==> src/hdl/bst_pkg.sv <==
package bst_pkg;

	localparam int POS_BITS = 16;
	localparam int MAX_WORD_LEN = 511;
	localparam int LEN_BITS = $clog2(MAX_WORD_LEN + 1);

	localparam logic [2:0] MODE_IDLE = 3'd0;
	localparam logic [2:0] MODE_WORD = 3'd1;
	localparam logic [2:0] MODE_NUMBER = 3'd2;
	localparam logic [2:0] MODE_LT = 3'd3;
	localparam logic [2:0] MODE_HALT = 3'd4;

	localparam logic [2:0] RM_NONE = 3'd0;
	localparam logic [2:0] RM_UNDER = 3'd1;
	localparam logic [2:0] RM_N = 3'd2;
	localparam logic [2:0] RM_NI = 3'd3;
	localparam logic [2:0] RM_NIL = 3'd4;

	localparam logic [2:0] KIND_EOF = 3'd0;
	localparam logic [2:0] KIND_PLACEHOLDER = 3'd1;
	localparam logic [2:0] KIND_NIL = 3'd2;
	localparam logic [2:0] KIND_SYMBOL = 3'd3;
	localparam logic [2:0] KIND_INTEGER = 3'd4;
	localparam logic [2:0] KIND_ARROW = 3'd5;
	localparam logic [2:0] KIND_PUNCT = 3'd6;
	localparam logic [2:0] KIND_ERROR = 3'd7;

	localparam logic [30:0] INT_LIMIT = 31'h7FFF_FFFF;

	typedef struct packed {
		logic [2:0]  token_kind;
		logic [7:0]  char_code;
		logic [30:0] int_value;
		logic        int_overflow;
		logic [15:0] word_start;
		logic [8:0]  word_length;
		logic        last_of_run;
	} tok_t;

	typedef struct packed {
		logic [1:0] cnt;
		tok_t       first;
		tok_t       second;
	} pair_t;

	function automatic logic is_space(input logic [7:0] c);
		return c == 8'h20 || (c >= 8'h09 && c <= 8'h0D);
	endfunction

	function automatic logic is_letter(input logic [7:0] c);
		return (c >= "a" && c <= "z") || (c >= "A" && c <= "Z");
	endfunction

	function automatic logic is_digit(input logic [7:0] c);
		return c >= "0" && c <= "9";
	endfunction

	function automatic logic is_wordch(input logic [7:0] c);
		return is_letter(c) || is_digit(c) || c == "_";
	endfunction

	function automatic logic is_punct(input logic [7:0] c);
		return c == "[" || c == "]" || c == "(" || c == ")" || c == ":" || c == ","
			|| c == ";" || c == "." || c == "+" || c == "-" || c == "*" || c == "/";
	endfunction

endpackage

==> src/hdl/bst_if.sv <==
interface bst_in_if;
	logic       valid;
	logic       ready;
	logic [7:0] byte_in;
	logic       is_end;

	modport source(output valid, output byte_in, output is_end, input ready);
	modport sink(input valid, input byte_in, input is_end, output ready);
endinterface

interface bst_out_if;
	logic        valid;
	logic        ready;
	logic [2:0]  token_kind;
	logic [7:0]  char_code;
	logic [30:0] int_value;
	logic        int_overflow;
	logic [15:0] word_start;
	logic [8:0]  word_length;
	logic        last_of_run;

	modport source(output valid, output token_kind, output char_code, output int_value,
		output int_overflow, output word_start, output word_length, output last_of_run,
		input ready);
	modport sink(input valid, input token_kind, input char_code, input int_value,
		input int_overflow, input word_start, input word_length, input last_of_run,
		output ready);
endinterface

==> src/hdl/bst_lex.sv <==
module bst_lex (
	input  logic           clk,
	input  logic           arst_n,
	input  logic           take,
	input  logic [7:0]     byte_in,
	input  logic           is_end,
	output bst_pkg::pair_t pair_o
);
	import bst_pkg::*;

	logic [2:0]          mode_q, mode_n;
	logic [2:0]          rm_q, rm_n;
	logic [30:0]         acc_q, acc_n;
	logic                ovf_q, ovf_n;
	logic [POS_BITS-1:0] start_q, start_n;
	logic [LEN_BITS-1:0] len_q, len_n;
	logic [POS_BITS-1:0] pos_q, pos_n;
	logic                end_w;

	always_comb begin
		logic [7:0]          c;
		logic                fl_v;
		tok_t                fl_tok;
		logic                st_v;
		tok_t                st_tok;
		logic [2:0]          st_mode;
		logic [2:0]          st_rm;
		logic [30:0]         st_acc;
		logic                st_ovf;
		logic [POS_BITS-1:0] st_start;
		logic [LEN_BITS-1:0] st_len;
		logic                a_v;
		logic                b_v;
		tok_t                a_tok;
		tok_t                b_tok;
		logic [34:0]         prod;
		logic                use_st;

		c = byte_in;
		end_w = is_end || c == 8'd0;

		fl_v = 1'b0;
		fl_tok = '0;
		unique case (mode_q)
			MODE_WORD: begin
				fl_v = 1'b1;
				if (rm_q == RM_UNDER) begin
					fl_tok.token_kind = KIND_PLACEHOLDER;
				end else if (rm_q == RM_NIL) begin
					fl_tok.token_kind = KIND_NIL;
				end else begin
					fl_tok.token_kind = KIND_SYMBOL;
					fl_tok.word_start = 16'(start_q);
					fl_tok.word_length = 9'(len_q);
				end
			end
			MODE_NUMBER: begin
				fl_v = 1'b1;
				fl_tok.token_kind = KIND_INTEGER;
				fl_tok.int_value = acc_q;
				fl_tok.int_overflow = ovf_q;
			end
			MODE_LT: begin
				fl_v = 1'b1;
				fl_tok.token_kind = KIND_PUNCT;
				fl_tok.char_code = "<";
			end
			default: begin
				fl_v = 1'b0;
			end
		endcase

		st_v = 1'b0;
		st_tok = '0;
		st_mode = MODE_IDLE;
		st_rm = rm_q;
		st_acc = acc_q;
		st_ovf = ovf_q;
		st_start = start_q;
		st_len = len_q;
		priority if (is_space(c)) begin
			st_mode = MODE_IDLE;
		end else if (is_letter(c) || c == "_") begin
			st_mode = MODE_WORD;
			st_start = pos_q;
			st_len = LEN_BITS'(1);
			st_rm = (c == "_") ? RM_UNDER : (c == "n") ? RM_N : RM_NONE;
		end else if (is_digit(c)) begin
			st_mode = MODE_NUMBER;
			st_acc = 31'(c[3:0]);
			st_ovf = 1'b0;
		end else if (is_punct(c)) begin
			st_v = 1'b1;
			st_tok.token_kind = KIND_PUNCT;
			st_tok.char_code = c;
		end else if (c == "<") begin
			st_mode = MODE_LT;
		end else begin
			st_v = 1'b1;
			st_tok.token_kind = KIND_ERROR;
			st_tok.char_code = c;
			st_mode = MODE_HALT;
		end

		prod = 35'(acc_q) * 35'd10 + 35'(c[3:0]);

		a_v = 1'b0;
		b_v = 1'b0;
		a_tok = fl_tok;
		b_tok = st_tok;
		use_st = 1'b0;
		mode_n = mode_q;
		rm_n = rm_q;
		acc_n = acc_q;
		ovf_n = ovf_q;
		start_n = start_q;
		len_n = len_q;
		pos_n = pos_q;

		if (end_w) begin
			a_v = fl_v;
			b_v = 1'b1;
			b_tok = '0;
			b_tok.token_kind = KIND_EOF;
			mode_n = MODE_IDLE;
			rm_n = RM_NONE;
			acc_n = '0;
			ovf_n = 1'b0;
			start_n = '0;
			len_n = '0;
			pos_n = '0;
		end else begin
			pos_n = pos_q + POS_BITS'(1);
			unique case (mode_q)
				MODE_HALT: begin
					mode_n = MODE_HALT;
				end
				MODE_WORD: begin
					if (is_wordch(c)) begin
						if (rm_q == RM_N && c == "i") begin
							rm_n = RM_NI;
						end else if (rm_q == RM_NI && c == "l") begin
							rm_n = RM_NIL;
						end else begin
							rm_n = RM_NONE;
						end
						if (len_q < LEN_BITS'(MAX_WORD_LEN)) begin
							len_n = len_q + LEN_BITS'(1);
						end
					end else begin
						a_v = 1'b1;
						use_st = 1'b1;
					end
				end
				MODE_NUMBER: begin
					if (is_digit(c)) begin
						if (prod > 35'(INT_LIMIT)) begin
							acc_n = INT_LIMIT;
							ovf_n = 1'b1;
						end else begin
							acc_n = prod[30:0];
						end
					end else begin
						a_v = 1'b1;
						use_st = 1'b1;
					end
				end
				MODE_LT: begin
					if (c == "-") begin
						b_v = 1'b1;
						b_tok = '0;
						b_tok.token_kind = KIND_ARROW;
						mode_n = MODE_IDLE;
					end else begin
						a_v = 1'b1;
						use_st = 1'b1;
					end
				end
				default: begin
					use_st = 1'b1;
				end
			endcase
			if (use_st) begin
				b_v = st_v;
				mode_n = st_mode;
				rm_n = st_rm;
				acc_n = st_acc;
				ovf_n = st_ovf;
				start_n = st_start;
				len_n = st_len;
			end
		end

		pair_o = '0;
		if (a_v) begin
			pair_o.first = a_tok;
			pair_o.second = b_tok;
			pair_o.cnt = b_v ? 2'd2 : 2'd1;
		end else begin
			pair_o.first = b_tok;
			pair_o.cnt = b_v ? 2'd1 : 2'd0;
		end
		if (pair_o.cnt == 2'd2) begin
			pair_o.second.last_of_run = 1'b1;
		end else begin
			pair_o.first.last_of_run = 1'b1;
		end
	end

	always_ff @(posedge clk or negedge arst_n) begin
		if (!arst_n) begin
			mode_q <= MODE_IDLE;
			rm_q <= RM_NONE;
			acc_q <= '0;
			ovf_q <= 1'b0;
			start_q <= '0;
			len_q <= '0;
			pos_q <= '0;
		end else if (take) begin
			mode_q <= mode_n;
			rm_q <= rm_n;
			acc_q <= acc_n;
			ovf_q <= ovf_n;
			start_q <= start_n;
			len_q <= len_n;
			pos_q <= pos_n;
		end
	end

`ifndef SYNTHESIS
	a_halt_silent: assert property (@(posedge clk) disable iff (!arst_n)
		(take && mode_q == MODE_HALT && !end_w) |-> pair_o.cnt == 2'd0)
		else $error("halted scanner produced a token");
	a_end_eof: assert property (@(posedge clk) disable iff (!arst_n)
		(take && end_w) |-> ((pair_o.cnt == 2'd1 && pair_o.first.token_kind == KIND_EOF)
		|| (pair_o.cnt == 2'd2 && pair_o.second.token_kind == KIND_EOF)))
		else $error("end of source did not close with EOF");
	a_end_reset: assert property (@(posedge clk) disable iff (!arst_n)
		(take && end_w) |=> (pos_q == '0 && mode_q == MODE_IDLE))
		else $error("scanner state not cleared after end of source");
`endif

endmodule

==> src/hdl/bst_buf.sv <==
module bst_buf (
	input  logic           clk,
	input  logic           arst_n,
	input  logic           load,
	input  bst_pkg::pair_t pair_i,
	output logic           room,
	bst_out_if.source      dst
);
	import bst_pkg::*;

	logic v0_s1;
	logic v1_s1;
	tok_t t0_s1;
	tok_t t1_s1;
	logic out_v_q;
	tok_t out_q;
	logic mv;

	assign mv = v0_s1 && (!out_v_q || dst.ready);
	assign room = !v0_s1 || (mv && !v1_s1);

	always_ff @(posedge clk or negedge arst_n) begin
		if (!arst_n) begin
			v0_s1 <= 1'b0;
			v1_s1 <= 1'b0;
			out_v_q <= 1'b0;
		end else begin
			if (load) begin
				v0_s1 <= pair_i.cnt != 2'd0;
				v1_s1 <= pair_i.cnt == 2'd2;
			end else if (mv) begin
				v0_s1 <= v1_s1;
				v1_s1 <= 1'b0;
			end
			if (mv) begin
				out_v_q <= 1'b1;
			end else if (dst.ready) begin
				out_v_q <= 1'b0;
			end
		end
	end

	always_ff @(posedge clk) begin
		if (load) begin
			t0_s1 <= pair_i.first;
			t1_s1 <= pair_i.second;
		end else if (mv) begin
			t0_s1 <= t1_s1;
		end
		if (mv) begin
			out_q <= t0_s1;
		end
	end

	assign dst.valid = out_v_q;
	assign dst.token_kind = out_q.token_kind;
	assign dst.char_code = out_q.char_code;
	assign dst.int_value = out_q.int_value;
	assign dst.int_overflow = out_q.int_overflow;
	assign dst.word_start = out_q.word_start;
	assign dst.word_length = out_q.word_length;
	assign dst.last_of_run = out_q.last_of_run;

`ifndef SYNTHESIS
	a_pair_order: assert property (@(posedge clk) disable iff (!arst_n)
		v1_s1 |-> v0_s1)
		else $error("second slot holds a word while the first is empty");
	a_no_overrun: assert property (@(posedge clk) disable iff (!arst_n)
		(v0_s1 && !mv) |-> !load)
		else $error("pending words overwritten");
	a_out_hold: assert property (@(posedge clk) disable iff (!arst_n)
		(out_v_q && !dst.ready) |=> (out_v_q && $stable(out_q)))
		else $error("output word changed while stalled");
`endif

endmodule

==> src/hdl/byte_stream_tokenizer.sv <==
// Channel  Role     Words carried
// src      sink     byte_in, is_end (a zero byte also ends the source)
// dst      source   token_kind, char_code, int_value, int_overflow, word_start,
//                   word_length, last_of_run
//
// One byte is taken per cycle while the token register has room; each byte
// yields zero, one or two tokens. The output port drains one token per cycle
// while the consumer keeps ready high, so a byte that yields two tokens holds
// off the next byte. A token passes the token register, then the output register.
// A two-slot token register and the output register decouple the two sides.
// Reset clears the scanner state and all valid flags at once.
module byte_stream_tokenizer (
	input  logic      clk,
	input  logic      arst_n,
	bst_in_if.sink    src,
	bst_out_if.source dst
);
	import bst_pkg::*;

	pair_t pair;
	logic  room;
	logic  take;

	assign src.ready = room;
	assign take = src.valid && room;

	bst_lex u_lex (
		.clk    (clk),
		.arst_n (arst_n),
		.take   (take),
		.byte_in(src.byte_in),
		.is_end (src.is_end),
		.pair_o (pair)
	);

	bst_buf u_buf (
		.clk    (clk),
		.arst_n (arst_n),
		.load   (take),
		.pair_i (pair),
		.room   (room),
		.dst    (dst)
	);

endmodule
==> src/flat_wrapper.sv <==
// flat-port wrapper written by rule: the top's interface ports become plain ports
module byte_stream_tokenizer_flat import bst_pkg::*;
  (clk, arst_n, src_valid, src_byte_in, src_is_end, src_ready, dst_valid, dst_token_kind, dst_char_code, dst_int_value, dst_int_overflow, dst_word_start, dst_word_length, dst_last_of_run, dst_ready);
  bst_in_if src_i ();
  bst_out_if dst_i ();
  input  logic clk;
  input  logic arst_n;
  input wire logic [$bits(src_i.valid)-1:0] src_valid;
  input wire logic [$bits(src_i.byte_in)-1:0] src_byte_in;
  input wire logic [$bits(src_i.is_end)-1:0] src_is_end;
  output wire logic [$bits(src_i.ready)-1:0] src_ready;
  output wire logic [$bits(dst_i.valid)-1:0] dst_valid;
  output wire logic [$bits(dst_i.token_kind)-1:0] dst_token_kind;
  output wire logic [$bits(dst_i.char_code)-1:0] dst_char_code;
  output wire logic [$bits(dst_i.int_value)-1:0] dst_int_value;
  output wire logic [$bits(dst_i.int_overflow)-1:0] dst_int_overflow;
  output wire logic [$bits(dst_i.word_start)-1:0] dst_word_start;
  output wire logic [$bits(dst_i.word_length)-1:0] dst_word_length;
  output wire logic [$bits(dst_i.last_of_run)-1:0] dst_last_of_run;
  input wire logic [$bits(dst_i.ready)-1:0] dst_ready;
  assign src_i.valid = src_valid;
  assign src_i.byte_in = src_byte_in;
  assign src_i.is_end = src_is_end;
  assign src_ready = src_i.ready;
  assign dst_valid = dst_i.valid;
  assign dst_token_kind = dst_i.token_kind;
  assign dst_char_code = dst_i.char_code;
  assign dst_int_value = dst_i.int_value;
  assign dst_int_overflow = dst_i.int_overflow;
  assign dst_word_start = dst_i.word_start;
  assign dst_word_length = dst_i.word_length;
  assign dst_last_of_run = dst_i.last_of_run;
  assign dst_i.ready = dst_ready;
  byte_stream_tokenizer u_core (.clk(clk), .arst_n(arst_n), .src(src_i), .dst(dst_i));
endmodule
==> config.mk <==
export PLATFORM = sky130hd
export DESIGN_NAME = byte_stream_tokenizer_flat
export DESIGN_NICKNAME = d
export VERILOG_FILES = /design/src/hdl/bst_pkg.sv /design/src/hdl/bst_if.sv /design/src/hdl/bst_lex.sv /design/src/hdl/bst_buf.sv /design/src/hdl/byte_stream_tokenizer.sv /design/src/flat_wrapper.sv
export SDC_FILE = /design/constraint.sdc
export NUM_CORES = 1
export LEC_CHECK = 0
export BUFFER_PORTS_ARGS = -buffer_cell sky130_fd_sc_hd__buf_2
export CAP_MARGIN = 20
export CORE_MARGIN = 5
export CORE_UTILIZATION = 30
export CTS_BUF_LIST = sky130_fd_sc_hd__clkbuf_16
export CTS_CLUSTER_SIZE = 28
export DETAILED_ROUTE_END_ITERATION = 10
export GPL_ROUTABILITY_DRIVEN = 0
export GPL_TIMING_DRIVEN = 0
export PLACE_DENSITY_LB_ADDON = 0.25
export SYNTH_ARGS = -nofsm -noshare
export SYNTH_HDL_FRONTEND = slang
export SYNTH_HIERARCHICAL = 1
export SYNTH_SLANG_ARGS = --single-unit
==> constraint.sdc <==
create_clock -name clk -period 4.41 [get_ports clk]
set_input_delay 0.2205 -clock clk [delete_from_list [all_inputs] [get_ports clk]]
set_output_delay 0.2205 -clock clk [all_outputs]
set_load 0.03 [all_outputs]
* Word level (Yosys, flattened, before mapping)
Index checks and enable logic that the tools add are counted.
Storage, ports and cells: flip-flop bits (word level) 289, input bits 13, output and inout port bits 71, logic and storage cells 221
Cells by class: add/subtract/negate cells 3, multipliers 1, $lt $le $gt $ge 10, equality and inequality tests 32, muxes and demuxes 93, reduce and logical (&&, ||, !) cells 51
Operators with widths (count):
- 2-to-1 mux 69 bit | 5
- 2-to-1 mux 31 bit | 8
- == test 8 x 6 -> 1 bit, second input constant | 12
- 2-to-1 mux 16 bit | 5
- 2-to-1 mux 25 bit | 3
- 2-to-1 mux 71 bit | 1
- 2-to-1 mux 9 bit | 7
- 2-to-1 mux 11 bit | 5
- == test 8 x 7 -> 1 bit, second input constant | 6
- 2-to-1 mux 3 bit | 16
- adder 35 x 4 -> 35 bit | 1
- greater-than comparator 35 x 31 -> 1 bit, second input constant | 1
- multiplier 31 x 3 -> 34 bit, second input constant | 1
- 2-to-1 mux 1 bit | 33
- 2-to-1 mux 32 bit | 1
- logical OR 1 bit | 19
- adder 16 x 1 -> 16 bit, second input constant | 1
- greater-or-equal comparator 8 x 7 -> 1 bit, second input constant | 2
- <= comparator 8 x 7 -> 1 bit, second input constant | 2
- nonzero test 3 bit | 5
- == test 3 x 2 -> 1 bit, second input constant | 4
- AND reduction 6 bit | 2
- nonzero test 2 bit | 6
- AND reduction 5 bit | 2
- 25 further kinds | 42

* Logic depth before layout (Yosys ltp)
Gate-level depths: netlist of run 1.
depth after elaboration 23, depth in mapped cells 15, depth with buffers taken out 14

* Hierarchy
Netlist of run 1, hierarchy kept.
By module, submodules not included:
- bst_lex | times used 1, cells each 993, area an instance 7702.4 µm², sequential area each 1976.9 µm²
- bst_buf | times used 1, cells each 298, area an instance 7427.1 µm², sequential area each 6291.0 µm²
- byte_stream_tokenizer | times used 1, cells each 1, area an instance 6.3 µm², sequential area each 0.0 µm²

* Worst setup path after synthesis of run 1
OpenSTA, ideal clock, no wires.
path kind flip-flop to flip-flop, start register u_core.u_buf.out_v_q (netlist: u_core/u_buf/dst.valid), end register u_core/u_buf/t0_s1[0] (netlist name) (enable), library setup time 431 ps, arrival time 5324 ps, data required time 3979 ps, path slack -1345 ps, stages on the path, launching flop included 7, path buffers 2, period minus slack after synthesis 5755 ps, cells stage by stage dfrtp_1 > nor2b_1 > o21ai_0 > and2_1 > buf_6 > buf_6 > or2_1
On the way: longest elaborated chain between the ends 7
Ends and longest elaborated chain:
- from (decl) | RTL line bst_buf.sv:15 | logic out_v_q;
- from (signal assigned) | RTL line bst_buf.sv:26 | out_v_q <= 1'b0;
- from (signal assigned) | RTL line bst_buf.sv:36 | out_v_q <= 1'b1;
- from (signal assigned) | RTL line bst_buf.sv:38 | out_v_q <= 1'b0;
- zero test 1 bit | RTL line bst_buf.sv:19 | assign mv = v0_s1 && (!out_v_q || dst.ready);
- logical OR 1 bit | RTL line bst_buf.sv:19
- logical AND 1 bit | RTL line bst_buf.sv:19
- logical AND 1 bit | RTL line bst_buf.sv:20 | assign room = !v0_s1 || (mv && !v1_s1);
- logical OR 1 bit | RTL line bst_buf.sv:20
- via src_ready | RTL line flat_wrapper.sv:11 | output wire logic [$bits(src_i.ready)-1:0] src_ready;
- logical AND 1 bit | RTL line byte_stream_tokenizer.sv:25 | assign take = src.valid && room;
- via u_core.take | RTL line byte_stream_tokenizer.sv:22 | logic take;
- nonzero test 2 bit (no line)
- to (signal assigned) | RTL line bst_buf.sv:45 | t0_s1 <= pair_i.first;
- to (signal assigned) | RTL line bst_buf.sv:48 | t0_s1 <= t1_s1;
- to (decl) | RTL line bst_buf.sv:13 | tok_t t0_s1;
The timed path passes the listed nets, and every way through them passes these cells. A chain may end at the register's enable or synchronous reset.

* Worst setup path in the final report of run 1
start register u_core.u_lex.acc_q[1], end register u_core.u_lex.acc_q[1]
On the way: longest elaborated chain between the ends 8
Ends and longest elaborated chain:
- from (decl) | RTL line bst_lex.sv:13 | logic [30:0] acc_q, acc_n;
- from (signal assigned) | RTL line bst_lex.sv:222 | acc_q <= acc_n;
- multiplier 31 x 3 -> 34 bit | RTL line bst_lex.sv:105 | prod = 35'(acc_q) * 35'd10 + 35'(c[3:0]);
- adder 35 x 4 -> 35 bit | RTL line bst_lex.sv:105
- greater-than comparator 35 x 31 -> 1 bit | RTL line bst_lex.sv:157 | if (prod > 35'(INT_LIMIT)) begin
- 2-to-1 mux 31 bit | RTL line bst_lex.sv:157
- 2-to-1 mux 31 bit | RTL line bst_lex.sv:156 | if (is_digit(c)) begin
- 2-to-1 mux 31 bit | RTL line bst_lex.sv:134 | unique case (mode_q)
- 2-to-1 mux 31 bit | RTL line bst_lex.sv:183 | if (use_st) begin
- 2-to-1 mux 31 bit | RTL line bst_lex.sv:120 | if (end_w) begin
No other way between the ends. The select of a mux whose other input is x is not followed.

==> metrics.md, run 1 <==
| Metric | Value |
|---|---|
| Tot GR Track Use | 0.119 |
| ANT nets after route | 0 |
| CP max FO | 10 |
| DR vias | 10200 |
| Combinational power share | 0.201 |
| Die H | 235 um |
| Hpwl dp | 23600 um |
| 1st-pass router iterations | 7 |
| Hold Crit Class | in2reg |
| Die Wd | 235 um |
| Top FF cell, synth | edfxtp_1 |
| Area leader, netlist | edfxtp_1 |
| Max frequency | 0.237 GHz |
| WS Path Type | reg2reg |
| Synthesis-stage register bit count | 289 |
| Slowest cell on crit path | or4_1 |
| Maximum vdd ir drop | 0.000191 V |
| Worst slew margin | 0.296 |
| Most common cell in the netlist | edfxtp_1 |
| Largest family of logic cells by synthesized area | simple AND/OR/NAND/NOR gates |
| Min Tclk post-route | 4220 ps |
| Synth Area in Compound Gates | 0.0862 |
| Sw Ratio | 0.292 |
| Largest cells by area after synthesis | edfxtp_1 (41%), dfrtp_1 (14%), mux2_4 (5.7%) |
| Crit share post-route | 0.957 |
| Library cells used by synthesis | 73 |
| First-pass GRT wire length | 54300 um |
| CTS sink count | 289 |
| Post-Synth Adder-Cell Area | 0.0556 |
| Number of synthesized flops with an enable pin | 207 |
| Largest stage delay, worst path | 480 ps |
| Fin area | 18100 um2 |
| Synth Area in Simple Gates | 0.155 |
| Initial antenna violation count | 0 |
| Clock transition at path regs | 60 ps |
| Ys async rst share | 0.284 |
| Largest net degree at the start of global routing | 63 |
| Die ar. | 55000 um2 |
| Status | finished clean |
| Final Hold Vio Count | 0 |
| Fillcell total | 5041 |
| Share of cells above drive strength 1 | 0.236 |
| Worst Path Required | 4780 ps |
| Grt total ovfl | 0 |
| CP Launch Type | register |
| Commonest cells in the netlist | edfxtp_1 (207), nand2_1 (129), nor2_1 (83), dfrtp_1 (82), o21ai_0 (70) |
| Post-route DRC | 0 |
| Area growth from synthesis to layout | 19.3% |
| Critical Path AT | 4590 ps |
| Post-placement cell area | 16700 um2 |
| Yosys warning count | 6 |
| Power density cells | 425 nW/um2 |
| Switch Pwr | 2.24 mW |
| Sequential cell area | 8270 um2 |
| Synth Area in XOR/XNOR | 0.0318 |
| Nets | 1564 |
| H-tree levels | 2 |
| Drt first-iter violations | 516 |
| Yosys top cell area share | 0.411 |
| Setup Total Neg Slack | 0 ps |
| Starting Density | 0.302 |
| Clk_skew | 6.68 ps |
| Vias/cell | 4.66 |
| Core ar. | 50100 um2 |
| Flop pwr share | 0.460 |
| Num CTS Buffers | 34 |
| Register area share after synthesis | 0.546 |
| Setup violators final | 0 |
| Final WL | 33800 um |
| Post-synthesis cell count | 1292 |
| Post-synthesis mux area share | 0.0727 |
| Floorplan row count | 82 |
| Mapped Area | 15100 um2 |
| Power Total | 7.67 mW |
| Setup crit end kind | register |
| PortBufs | 81 |
| Int Pwr | 5.43 mW |
| Most frequent CP cell | ha_4 |
| Clock Path Buffers | 3 |
| Max Slew Vio Count | 0 |
| CTS root buffer | clkbuf_16 |
| Number of global-route vias before repair | 10000 |
| Leak | 7.70 nW |
| Max-cap violations | 0 |
| CTS tree | built |
| Wirelength per Cell | 15.5 um |
| Crit path cell chain | ha_4 -> ha_4 -> fa_2 -> a211oi_4 -> buf_4 -> o21ai_2 -> and2_2 -> or4_1 -> and3_2 -> nand3_2 -> nor4_4 -> or3_1 -> mux2_4 -> buf_8 -> o31ai_2 -> o21ai_1 |
| Multi-input logic area | 6460 um2 |
| IO Count | 84 |
| Worst-skew pair later-pin latency | 520 ps |
| Worst-Margin Slew | 1060 ps |
| Clk pwr share | 0.340 |
| Avg Cell Area, Syn | 11.7 um2 |
## cells by family (layout without fill, tap and decap cells)
group | Yosys count | in the layout
mux | 79 | 79
xor+xnor | 55 | 55
buf+inv | 132 | 295
flops | 289 | 289
simple gates | 462 | 462
other cells | 1 | 58
compound gates | 208 | 208
fa+ha+maj | 66 | 66
## power by group through the flow
stage,registers [mW],logic [mW],clock network [mW]
after global routing,3.57,1.69,2.83
after global placement,3.60,1.42,0
after CTS,3.54,1.49,2.72
after detailed placement,3.59,1.48,0
final,3.53,1.54,2.61
after floorplan,3.77,0.843,0
## placed cells by master, fill, tap and decap left out, drive strengths merged, types with 6 or more instances in the layout
cell type  netlist  final
and4             7      7
or3              9      9
o31ai            8      8
nand4           24     24
xnor2           24     24
nand2b           9      9
mux2            76     76
nor2            83     83
o21ai           83     83
dfrtp           82     82
nor4            11     11
xor2            31     31
a21o             7      7
ha              64     64
conb             1     57
buf             79    179
nor2b            8      8
a21oi           49     49
inv             20     27
clkbuf          32     65
or2              7      7
a31oi            6      6
and3            22     22
nand2          129    129
nor3            26     26
nor3b            6      6
o211ai           9      9
and2            69     69
nand3           44     44
clkinv           1     19
edfxtp         207    207
## worst max-delay path, delay by kind of cell (launching register included)
family                   cells  cell delay [ps]
adder cells (fa/ha/maj)      3              840
flip-flops                   1              440
multiplexers                 1              310
AO/OA/AOI/OAI                4              690
buffers and inverters        2              310
AND/OR/NAND/NOR              6             1440
## layer usage
layer  vias up  track usage  share of wire
met4         0       0.0338          0.022
met3        59       0.0229          0.044
met5         -            0              0
met1      4912        0.167           0.48
met2       219        0.189           0.46
li1       4994            -              -
## flip-flops by register name, summed over array words and instances (netlist names)
register	flops
u_core/u_buf/t0_s1	69
u_core/u_buf/t1_s1	69
u_core/u_buf/dst.int_value	31
u_core/u_lex/acc_q	31
u_core/u_buf/dst.word_start	16
u_core/u_lex/pos_q	16
u_core/u_lex/start_q	16
u_core/u_buf/dst.word_length	9
u_core/u_lex/len_q	9
u_core/u_buf/dst.char_code	8
u_core/u_buf/dst.token_kind	3
u_core/u_lex/mode_q	3
u_core/u_lex/rm_q	3
u_core/u_buf/dst.int_overflow	1
u_core/u_buf/dst.last_of_run	1
u_core/u_buf/dst.valid	1
u_core/u_buf/v0_s1	1
u_core/u_buf/v1_s1	1
u_core/u_lex/ovf_q	1
## repair_timing
action,in CTS,in global routing
hold buffers,2,0
endpoints found under the hold margin,29,0
resized for setup,8,33
setup endpoints to repair,32,32
pin swaps,5,16
setup buffers,2,14
## cell type report
class	instances	area share
Buffer	109	0.0395
Timing Repair Buffer	103	0.0364
Antenna cell	1	0.000139
Multi-Input combinational cell	927	0.358
Clock buffer	34	0.0471
Clock inverter	28	0.0103
Inverter	21	0.00436
Tap cell	672	0.0466
Sequential cell	289	0.458
## stage by stage
stage	hold WS, ps	cells	worst slack (ps)	util
finish	89.2	2184	190	0.361
global route	88.4	2183	-42.1	0.361
detailed placement	169	2105	-337	0.334
CTS	52.2	2171	11.9	0.356
floorplan	-75.1	1348	119	-
global placement	403	2101	-752	0.331
## final timing paths
| check | startpoint | end | slack, ps | cells after the start |
|---|---|---|---|---|
| max | u_core/u_lex/acc_q[1] | u_core/u_lex/acc_q[1] | 190 | 16 |
| min | src_byte_in[7] | u_core/u_buf/t1_s1[65] | 90 | 2 |
| max reg2reg | u_core/u_lex/acc_q[1] | u_core/u_lex/acc_q[1] | 190 | 16 |
| min reg2reg | u_core/u_buf/t0_s1[46] | u_core/u_buf/dst.int_value[19] | 420 | 0 |
| max in group asynchronous | arst_n | u_core/u_lex/start_q[9] | 3610 | 3 |
| min in group asynchronous | arst_n | u_core/u_buf/v1_s1 | 150 | 2 |
Power figures use the tool's default switching activity.
==> run 2, diff against run 1 <==
BUFFER_PORTS_ARGS = not set   (was -buffer_cell sky130_fd_sc_hd__buf_2)
CTS_BUF_LIST = sky130_fd_sc_hd__clkbuf_2 sky130_fd_sc_hd__clkbuf_4 sky130_fd_sc_hd__clkbuf_8   (was sky130_fd_sc_hd__clkbuf_16)
DONT_BUFFER_PORTS = 1   (was not set)
==> run 2 against run 1 <==
Effect of this change: wire length rose by 1.3%; largest power group unchanged; flip-flop and latch count unchanged; combinational power shrank 21%; largest cell class unchanged; utilization fell by 0.69 points; clock skew is 25 ps higher; critical path type unchanged; register-to-register slack got worse by 20 ps; highest routed layer unchanged; critical endpoint unchanged; sequential power rose by 7.1%.
==> metrics.md, run 2 (same netlist as run 1, synthesis figures left out) <==
| Metric | Value |
|---|---|
| Crit path cell chain | ha_4 -> ha_4 -> fa_2 -> a211oi_4 -> buf_4 -> o21ai_2 -> and2_2 -> a31oi_1 -> and3_2 -> nand4b_1 -> nor4_4 -> nand4_1 -> mux2_4 -> buf_12 -> o31ai_2 -> o21ai_1 |
| ANT nets after route | 0 |
| Maximum vdd ir drop | 0.000190 V |
| Grt total ovfl | 0 |
| Critical Path AT | 4650 ps |
| Buf+Inv Stages, Crit Path | 2 |
| Vias/cell | 4.67 |
| Most common cell after layout, fill and taps aside | edfxtp_1 |
| Worst-Margin Slew | 1050 ps |
| Status | finished clean |
| CP Launch Type | register |
| CTS root buffer | clkbuf_8 |
| Max frequency | 0.236 GHz |
| Worst-skew pair later-pin latency | 590 ps |
| Setup violators final | 0 |
| Largest net degree at the start of global routing | 83 |
| Largest delay share family, worst path | simple AND/OR/NAND/NOR gates |
| Num CTS Buffers | 48 |
| Crit share post-route | 0.962 |
| Clock transition at path regs | 60 ps |
| WS Path Type | reg2reg |
| H-tree levels | 2 |
| Drt first-iter violations | 599 |
| Post-route DRC | 0 |
| Multi-input logic area | 6480 um2 |
| Power density cells | 421 nW/um2 |
| Die H | 235 um |
| Tot GR Track Use | 0.120 |
| Wirelength per Cell | 16.0 um |
| Setup crit end kind | register |
| Share of cells above drive strength 1 | 0.213 |
| Hold Crit Class | in2reg |
| Hold_sp | src_byte_in[2] |
| Starting Density | 0.302 |
| Max-cap violations | 0 |
| Nets | 1503 |
| CTS sink count | 289 |
| Fillcell total | 5040 |
| Leak | 7.41 nW |
| FF-to-FF Start | u_core/u_lex/acc_q[3] |
| Largest stage delay, worst path | 450 ps |
| Floorplan row count | 82 |
| CTS tree | built |
| Clk_skew | 32.0 ps |
| Worst Path Required | 4810 ps |
| Hpwl dp | 23400 um |
| 1st-pass router iterations | 5 |
| Worst Setup SP | u_core/u_lex/acc_q[3] |
| Min Tclk post-route | 4240 ps |
| Max Slew Vio Count | 0 |
| DR vias | 9968 |
| Initial antenna violation count | 0 |
| Slowest cell on crit path | dfrtp_2 |
| Sequential cell area | 8270 um2 |
| PortBufs | 0 |
| Worst slew margin | 0.297 |
| Final core utilization | 0.354 |
| Area growth from synthesis to layout | 17.0% |
| Final Hold Vio Count | 0 |
| Most frequent cells in the layout | edfxtp_1 (207), nand2_1 (129), nor2_1 (81) |
| IO Count | 84 |
| Regs by FF count | u_core/u_buf/t0_s1: 69 flops, u_core/u_buf/t1_s1: 69 flops |
| First-pass GRT wire length | 54600 um |
| Diodes inserted | 0 |
| Most frequent CP cell | ha_4 |
| Clock Path Buffers | 3 |
| Number of global-route vias before repair | 10000 |
| Final WL | 34300 um |
| CP max FO | 10 |
| Setup Total Neg Slack | 0 ps |
| Die ar. | 55000 um2 |
| Core ar. | 50100 um2 |
| Die Wd | 235 um |
-- run 2: changes by cell type in the layout (fill, tap and decap cells not counted), moves of 4 or more --
cell           change
buf_2             -80
clkbuf_16         -34
clkbuf_4          +17
clkbuf_8          +53
dlygate4sd3_1      +4
inv_1              -5
-- run 2: metrics by stage --
stage                     hold slack (ps)  cells  total power, mW  worst slack [ps]  area (um2)
after floorplan                     -75.1   1348             4.61               119       15300
after global placement              -67.9   2020             4.91             -1400       16200
after detailed placement            -69.3   2023             4.95              -368       16300
after CTS                            17.5   2123             7.54             0.190       17500
after global routing                 68.2   2135             7.89             -38.3       17700
final                                65.4   2135             7.46               167       17700
-- run 2: path summary, 6_finish.rpt --
check	depth (start not counted)	to	slack, ps
max in group asynchronous	2	u_core/u_lex/pos_q[15]	3760
min in group asynchronous	2	u_core/u_lex/acc_q[9]	290
worst max register to register	16	u_core/u_lex/acc_q[1]	170
worst max-delay path	16	u_core/u_lex/acc_q[1]	170
worst min-delay path	3	u_core/u_lex/acc_q[2]	70
worst min register to register	0	u_core/u_buf/dst.int_value[23]	410
-- run 2: power by group --
part | switching, mW | internal (mW)
clock | 1.09 | 1.39
sequential | 0.391 | 3.39
combinational | 0.706 | 0.502
total | 2.19 | 5.28
-- run 2: layer usage --
| metal | vias up | share of wire | track usage |
|---|---|---|---|
| met5 | - | 0 | 0 |
| met4 | 0 | 0.022 | 0.0382 |
| met3 | 45 | 0.060 | 0.0318 |
| met2 | 214 | 0.46 | 0.191 |
| met1 | 4841 | 0.46 | 0.162 |
| li1 | 4868 | - | - |
-- run 2: cell type report --
type	instances	share of cell area
Buffer	109	0.0405
Clock buffer	71	0.0488
Clock inverter	18	0.00883
Inverter	21	0.00445
Multi-Input combinational cell	927	0.366
Sequential cell	289	0.467
Tap cell	672	0.0475
Timing Repair Buffer	28	0.0171
-- run 2: worst min-delay path: stages --
cell and delay (ps):
fa_1 140, nor3_1 50, o31ai_1 180
-- run 2: repair_timing --
action / in CTS / in global routing
setup endpoints to repair: 32 / 32
endpoints found under the hold margin: 94 / 0
setup buffers: 4 / 13
resized for setup: 11 / 39
hold buffers: 7 / 0
pin swaps: 5 / 16
